[config.mk]
export PLATFORM = sky130hd
export DESIGN_NAME = pip_edge
export DESIGN_NICKNAME = d
export VERILOG_FILES = /design/src/design/pip_pkg.sv /design/src/design/pip_edge.sv
export SDC_FILE = /design/constraint.sdc
export NUM_CORES = 2
export LEC_CHECK = 0
export BUFFER_PORTS_ARGS = -buffer_cell sky130_fd_sc_hd__buf_2
export CORE_MARGIN = 2
export CORE_UTILIZATION = 55
export CTS_CLUSTER_SIZE = 14
export DETAILED_ROUTE_END_ITERATION = 8
export PLACE_DENSITY = 0.84
export SYNTH_ARGS = -nofsm -noshare
export SYNTH_HDL_FRONTEND = slang
export SYNTH_SLANG_ARGS = --single-unit
export TNS_END_PERCENT = 50
[constraint.sdc]
create_clock -name i_clk -period 8.3 [get_ports i_clk]
set_input_delay 0 -clock i_clk [delete_from_list [all_inputs] [get_ports i_clk]]
set_output_delay 0 -clock i_clk [all_outputs]
set_load 0.005 [all_outputs]
[src/design/pip_pkg.sv]
// Package with shared constants and types of the point-in-polygon test.
`default_nettype none
package pip_pkg;
    localparam int DEF_MAX_VERTICES = 64;
    localparam int DEF_COORD_BITS   = 16;
    localparam int EC_W             = 7;
    localparam int IDX_W            = 6;
    localparam int QW               = 32;
    localparam int FRAC             = 16;
    localparam int EC_RESET         = 3;
    localparam int MIN_EDGES        = 3;

    // Status handed from the edge unit back to the control.
    typedef struct packed {
        logic       busy;
        logic       par;
        logic [1:0] vlo;
    } t_edge_stat;
endpackage
`default_nettype wire

[src/design/pip_edge.sv]
// Edge evaluation: classifies one edge, forms the cross products, counts crossings.
`default_nettype none
module pip_edge #(
    parameter int CB = pip_pkg::DEF_COORD_BITS
) (
    input  wire logic                 i_clk,
    input  wire logic                 i_rst_n,
    input  wire logic                 i_clear,
    input  wire logic                 i_valid,
    input  wire logic [2*CB-1:0]      i_vp,
    input  wire logic [2*CB-1:0]      i_va,
    input  wire logic [2*CB-1:0]      i_vb,
    input  wire logic [2*CB-1:0]      i_vc,
    input  wire logic [pip_pkg::QW-1:0] i_qx,
    input  wire logic [pip_pkg::QW-1:0] i_qy,
    output pip_pkg::t_edge_stat       o_stat
);
    import pip_pkg::*;

    localparam int W  = ((CB + FRAC > QW) ? CB + FRAC : QW) + 1;
    localparam int PW = W + CB + 1;
    localparam logic [1:0] M_NONE  = 2'd0;
    localparam logic [1:0] M_CNT   = 2'd1;
    localparam logic [1:0] M_VTX   = 2'd2;
    localparam logic [1:0] M_CROSS = 2'd3;

    logic signed [CB-1:0] xp, yp, xa, ya, xb, yb, xc, yc;
    logic signed [W-1:0]  qxw, qyw, Xa, Xb, Yp, Ya, Yb, Yc, xmax, ymin, ymax, da, ea;
    logic signed [CB:0]   dy, dx;
    logic signed [PW-1:0] p1, p2;
    logic sp_pos, sp_neg, sa_pos, sa_neg, sb_pos, sb_neg, sc_pos, sc_neg;
    logic horiz, eqa, eqb;
    logic [1:0] mode;

    logic                 r_v, r_dyneg;
    logic [1:0]           r_mode;
    logic signed [PW-1:0] r_p1, r_p2;
    logic signed [PW:0]   sum;
    logic                 hit;
    logic                 r_par;
    logic [1:0]           r_vlo;

    // Unpack the window and scale coordinates to Q16.16 at a common width.
    assign {xp, yp} = i_vp;
    assign {xa, ya} = i_va;
    assign {xb, yb} = i_vb;
    assign {xc, yc} = i_vc;
    assign qxw = {{(W-QW){i_qx[QW-1]}}, i_qx};
    assign qyw = {{(W-QW){i_qy[QW-1]}}, i_qy};
    assign Xa  = {{(W-CB-FRAC){xa[CB-1]}}, xa, {FRAC{1'b0}}};
    assign Xb  = {{(W-CB-FRAC){xb[CB-1]}}, xb, {FRAC{1'b0}}};
    assign Yp  = {{(W-CB-FRAC){yp[CB-1]}}, yp, {FRAC{1'b0}}};
    assign Ya  = {{(W-CB-FRAC){ya[CB-1]}}, ya, {FRAC{1'b0}}};
    assign Yb  = {{(W-CB-FRAC){yb[CB-1]}}, yb, {FRAC{1'b0}}};
    assign Yc  = {{(W-CB-FRAC){yc[CB-1]}}, yc, {FRAC{1'b0}}};

    // Sides of the four window vertices relative to the ray.
    assign sp_pos = Yp > qyw;
    assign sp_neg = Yp < qyw;
    assign sa_pos = Ya > qyw;
    assign sa_neg = Ya < qyw;
    assign sb_pos = Yb > qyw;
    assign sb_neg = Yb < qyw;
    assign sc_pos = Yc > qyw;
    assign sc_neg = Yc < qyw;

    assign horiz = (ya == yb) && (xa != xb);
    assign eqa   = Ya == qyw;
    assign eqb   = Yb == qyw;
    assign xmax  = (Xa > Xb) ? Xa : Xb;
    assign ymin  = (Ya < Yb) ? Ya : Yb;
    assign ymax  = (Ya < Yb) ? Yb : Ya;

    // Classify the edge.
    always_comb begin
        mode = M_NONE;
        if (horiz) begin
            if (eqa && (xmax >= qxw) && !((sp_pos && sc_pos) || (sp_neg && sc_neg))) begin
                mode = M_CNT;
            end
        end else if ((qyw >= ymin) && (qyw <= ymax)) begin
            if (eqa) begin
                if ((Xa >= qxw) && ((sp_pos && sb_neg) || (sp_neg && sb_pos))) begin
                    mode = M_VTX;
                end
            end else if (eqb) begin
                if ((Xb >= qxw) && ((sa_pos && sc_neg) || (sa_neg && sc_pos))) begin
                    mode = M_VTX;
                end
            end else begin
                mode = M_CROSS;
            end
        end
    end

    // Cross product terms of the crossing test.
    assign dy = {yb[CB-1], yb} - {ya[CB-1], ya};
    assign dx = {xb[CB-1], xb} - {xa[CB-1], xa};
    assign da = Xa - qxw;
    assign ea = qyw - Ya;
    assign p1 = da * dy;
    assign p2 = ea * dx;

    // Register the classification and products.
    always_ff @(posedge i_clk) begin
        if (!i_rst_n) begin
            r_v <= 1'b0;
        end else begin
            r_v <= i_valid;
        end
    end

    always_ff @(posedge i_clk) begin
        r_mode   <= mode;
        r_dyneg  <= dy[CB];
        r_p1     <= p1;
        r_p2     <= p2;
    end

    // Sign of the sum decides a proper crossing.
    assign sum = {r_p1[PW-1], r_p1} + {r_p2[PW-1], r_p2};
    assign hit = r_dyneg ? (sum <= 0) : (sum >= 0);

    // Count parity and low bits of the vertex crossings.
    always_ff @(posedge i_clk) begin
        if (!i_rst_n || i_clear) begin
            r_par <= 1'b0;
            r_vlo <= 2'd0;
        end else if (r_v) begin
            case (r_mode)
                M_CNT:   r_par <= ~r_par;
                M_VTX: begin
                    r_par <= ~r_par;
                    r_vlo <= r_vlo + 2'd1;
                end
                M_CROSS: r_par <= r_par ^ hit;
                default: r_par <= r_par;
            endcase
        end
    end

    assign o_stat.busy = r_v;
    assign o_stat.par  = r_par;
    assign o_stat.vlo  = r_vlo;
endmodule
`default_nettype wire

# After elaboration in Yosys (flattened, before gate mapping)
# Cells that the tools add are included.
# totals
regBits	107
input_bits	196
output_inout_bits	4
elab_cells	75
# classes
n_addsub	6
mul	2
order_cmp	17
n_eq_ne	7
muxes	12
bitwise	2
reduce_logical	22
# op_table
operator	count
$gt A32 B32 Y1	5
$lt A32 B32 Y1	5
$mul A33 B17 Y50	2
$mux W33	3
$sub A32 B32 Y33	2
$eq A32 B32 Y1	2
$ge A32 B32 Y1	2
$add A50 B50 Y51	1
$ge A51 B1 Y1 const B	1
$le A51 B1 Y1 const B	1
$sub A16 B16 Y17	2
$ge A32 B33 Y1	1
$ge A33 B32 Y1	1
$le A32 B33 Y1	1
$eq A16 B16 Y1	1
$ne A16 B16 Y1	1
$logic_and A1 B1 Y1	12
$mux W2	6
$eq A2 B2 Y1 const B	2
$logic_or A1 B1 Y1	4
$reduce_and A2 Y1	2
$add A2 B1 Y2 const B	1
$eq A2 B1 Y1 const B	1
$logic_not A1 Y1	2
other kinds (6)	7

# Depth between registers and ports, before layout
# logic_depth
depth_word	9
mapped_depth	42
ltp_nobuf	41

# Worst setup path before layout
# Ideal clock, no wire load.
# synth_timing
kind	input port to flip-flop
start	in i_qx[0] (netlist bit)
end	reg r_p1[49]
setup_time_ns	0.121
arrival_time_ns	8.461
required_time_ns	8.179
path_slack_ns	-0.282
cell_stages	38
n_path_buf	2
path_cell_list	clkbuf_1 -> clkinv_1 -> ha_1 -> nand3b_2 -> nor2_1 -> a31o_1 -> a21o_1 -> a21oi_1 -> nor3_1 -> a2111oi_2 -> o21bai_1 -> xor2_1 -> clkbuf_1 -> nand2_1 -> fa_1 -> inv_1 -> fa_1 -> inv_1 -> [2 not listed] -> fa_1 -> fa_1 -> inv_1 -> fa_1 -> inv_1 -> ha_1 -> nand4_1 -> inv_1 -> nand3_1 -> or3b_2 -> a21oi_1 -> o21ai_0 -> a211oi_1 -> o211ai_1 -> a21oi_1 -> a21oi_1 -> a31oi_1 -> xnor2_1
# synth_via
elab_chain_len	2
# synth_lines
element	line_no	rtl
start, declared	pip_edge.sv:14	input wire logic [pip_pkg::QW-1:0] i_qx,
$sub A32 B32 Y33	pip_edge.sv:99	assign da = Xa - qxw;
$mul A33 B17 Y50	pip_edge.sv:101	assign p1 = da * dy;
via p1[49]	pip_edge.sv:30	logic signed [PW-1:0] p1, p2;
end signal, assigned	pip_edge.sv:116	r_p1 <= p1;
end, declared	pip_edge.sv:37	logic signed [PW-1:0] r_p1, r_p2;
# The timed path passes the listed nets, and every way through them passes these cells.
# A chain may end at the register's enable or synchronous reset.

# Final worst setup path
# layout_timing
start	in i_va[16]
end	reg r_p2[47]
# layout_via
elab_chain_len	2
# layout_lines
element	line_no	rtl
start, declared	pip_edge.sv:11	input wire logic [2*CB-1:0] i_va,
$sub A16 B16 Y17	pip_edge.sv:98	assign dx = {xb[CB-1], xb} - {xa[CB-1], xa};
$mul A33 B17 Y50	pip_edge.sv:102	assign p2 = ea * dx;
via p2[47]	pip_edge.sv:30	
end signal, assigned	pip_edge.sv:117	r_p2 <= p2;
end, declared	pip_edge.sv:37	
# The timed path passes the listed nets, and every way through them passes these cells.

==> results.cfg <==
[status]
status = finished, final reports clean

[timing]
slew_violations = 0
fin_worst_skew_ns = 0.0156
fin_crit_ns = 8.18
hold_viol = 0
setup_viol_count_final = 0
period_share_pct = 98.6
relSlewSlack_pct = 10.0
holdWs_ns = 0.105
fmax_mhz = 122
fin_ws_ns = 0.117
tightest_slew_ns = 1.34

[die]
num_rows = 112
io_pins = 200
core_um2 = 92900
die-area_um2 = 95700
die_w_um = 309
die_h_um = 309
start_util_pct = 55.2

[clock_tree]
insertion_delay_ns = 0.38
numCtsBuffers = 9
clockRootBuffer = clkbuf_16
htree_levels = 3
clockBufferDepth = 2
tritoncts = yes
path_clk_slew_ns = 0.07
clkSinkCount = 107

[logic_synthesis]
synth.avg_cell_area_um2 = 8.55
ys_top_cells_by_area = fa_1 42%, ha_1 12%, inv_1 10%
synth_top_area_share_pct = 42.0
netlist_area_um2 = 51300
yosysSeqAreaShare_pct = 4.17
async_reset_ff_share_pct = 0
synthDistinctLibCells = 102
synth_edf_count = 0
synth_flop_cell = dfxtp_1
synth.most_common_cell = inv_1
syn_nets = 7770
synth_warnings = 0
ys_ff_latch = 107
ys_top_cells_by_count = 1367 x inv_1, 1076 x fa_1, 788 x nand2_1
syn_inst = 6003
synth_area_leader_cell = fa_1

[setup_path]
worst-setup-path-type = input pin to flip-flop
worstPathArrival_ns = 8.48
crit_top_cell = fa_1
critPathMaxStageDelay_ns = 0.62
cp-start-kind = input pin
worstSetupEndpointType = flip-flop
critPathSlowestCell = fa_1
crit_fanout = 6
cp.required_ns = 8.59

[drt]
drt_iter0_drc = 3273
vias = 44200
routed_wl_um = 157000
drtPass1Iterations = 6
drc_errors = 0
routedWlPerCell_um = 20.2
drtAntennaViolNets = 0
viasPerCell = 5.69

[worst_hold_path]
hp-class = input pin to flip-flop

[global_route]
track_usage_pct = 33.1
grt_max_degree = 34
gr-total-overflow = 0
grt_pass1_vias = 47500
antenna_found_initial = 14
grt_pass1_wl_um = 246000

[flow_run]
cap_viol_max_count = 0

[placed_design]
dp.cells = 7726
gp_congestion = 1.02
dp_hpwl_um = 133000
io_buffers = 167
pre_cts_slack_ns = -0.537

[finish]
drive_above_1_share_pct = 13.9
finalNetCount = 8273
final_cells = 7766
final_util_pct = 62.8
area_growth_pct = 13.8
[cell families (layout without fill, tap and decap cells)]
kind of cell,Yosys count,count (layout),synth area share (%)
other,0,4,0
buffers and inverters,1592,2097,11.8
AND/OR/NAND/NOR,1750,1750,16.2
adder cells (fa/ha/maj),1571,1571,54.1
flip-flops,107,107,4.17
AO/OA/AOI/OAI,712,712,8.94
multiplexers,60,60,1.18
XOR/XNOR,211,211,3.63
[worst paths after layout]
path,from,endpoint,slack [ns],cells after the start
worst max-delay path,i_va[16],r_p2[47]$_DFF_P_,0.12,40
worst min register to register,r_vlo[0]$_SDFFE_PP0P_,r_vlo[0]$_SDFFE_PP0P_,0.58,2
worst min-delay path,i_qy[0],r_p2[0]$_DFF_P_,0.11,2
worst max register to register,r_p2[2]$_DFF_P_,r_par$_SDFFE_PP0P_,3.52,14
[state kept, by name (all words and copies together), names as in the netlist]
name     count
r_par        1
r_dyneg      1
r_vlo        2
r_p2        50
r_v          1
r_mode       2
r_p1        50
[layer usage]
layer,vias to the layer above,share of wire (%),global-route usage [%]
met5,-,0.093,0
met4,22,6.6,18.4
met3,665,9.1,6.93
met2,2259,48,56.4
met1,21900,36,38.9
li1,19300,-,-
[cell usage in the layout (no fill, tap or decap), drive strengths merged, types with 23 or more instances in the layout]
master | Yosys | final
nand3 | 59 | 59
nand2b | 70 | 70
o21ai | 134 | 134
o21a | 33 | 33
mux2i | 58 | 58
buf | 24 | 710
a21o | 107 | 107
nand4 | 54 | 54
nor2b | 123 | 123
inv | 1367 | 1367
a21oi | 241 | 241
nor2 | 279 | 279
xnor2 | 145 | 145
ha | 495 | 495
nor4 | 23 | 23
fa | 1076 | 1076
nor3 | 37 | 37
a31oi | 23 | 23
nand2 | 788 | 788
and2 | 227 | 227
dfxtp | 107 | 107
o21bai | 30 | 30
xor2 | 66 | 66
[metrics by stage]
| step | setup TNS (ns) | area, µm² |
|---|---|---|
| floorplan | 0 | 51300 |
| global placement | -2.94 | 57300 |
| detailed placement | -7.38 | 57300 |
| CTS | -0.00326 | 57600 |
| global route | -1.14 | 58400 |
| finish | 0 | 58400 |
[critical path, delay by kind of cell]
family                     cells  cell delay (ns)
adders and majority gates      9             3.92
and+or+nand+nor                8             1.04
AOI/OAI and AO/OA             13             2.21
buffers and inverters          8             0.91
xor gates and xnor gates       2             0.36
[repair_timing]
| item | in CTS | in global routing |
|---|---|---|
| setup buffers | 1 | 17 |
| hold endpoints to repair | 1 | 0 |
| pin swaps | 1 | 55 |
| resized for setup | 7 | 124 |
| cloned | 0 | 3 |
| setup endpoints to repair | 11 | 32 |
| hold buffers | 2 | 0 |
[final cells by class]
cell class	count	area, µm²
antenna	4	10.0
clock buffer	11	243
clock inverter	2	15.0
fill	7461	34500
inverter	1368	5140
multi-input combinational	4304	43800
sequential	107	2140
tap	1254	1570
timing repair buffer	716	5450
Power is not shown: default switching activity piles up to over one toggle a cycle in this logic, so the estimate is an artifact.
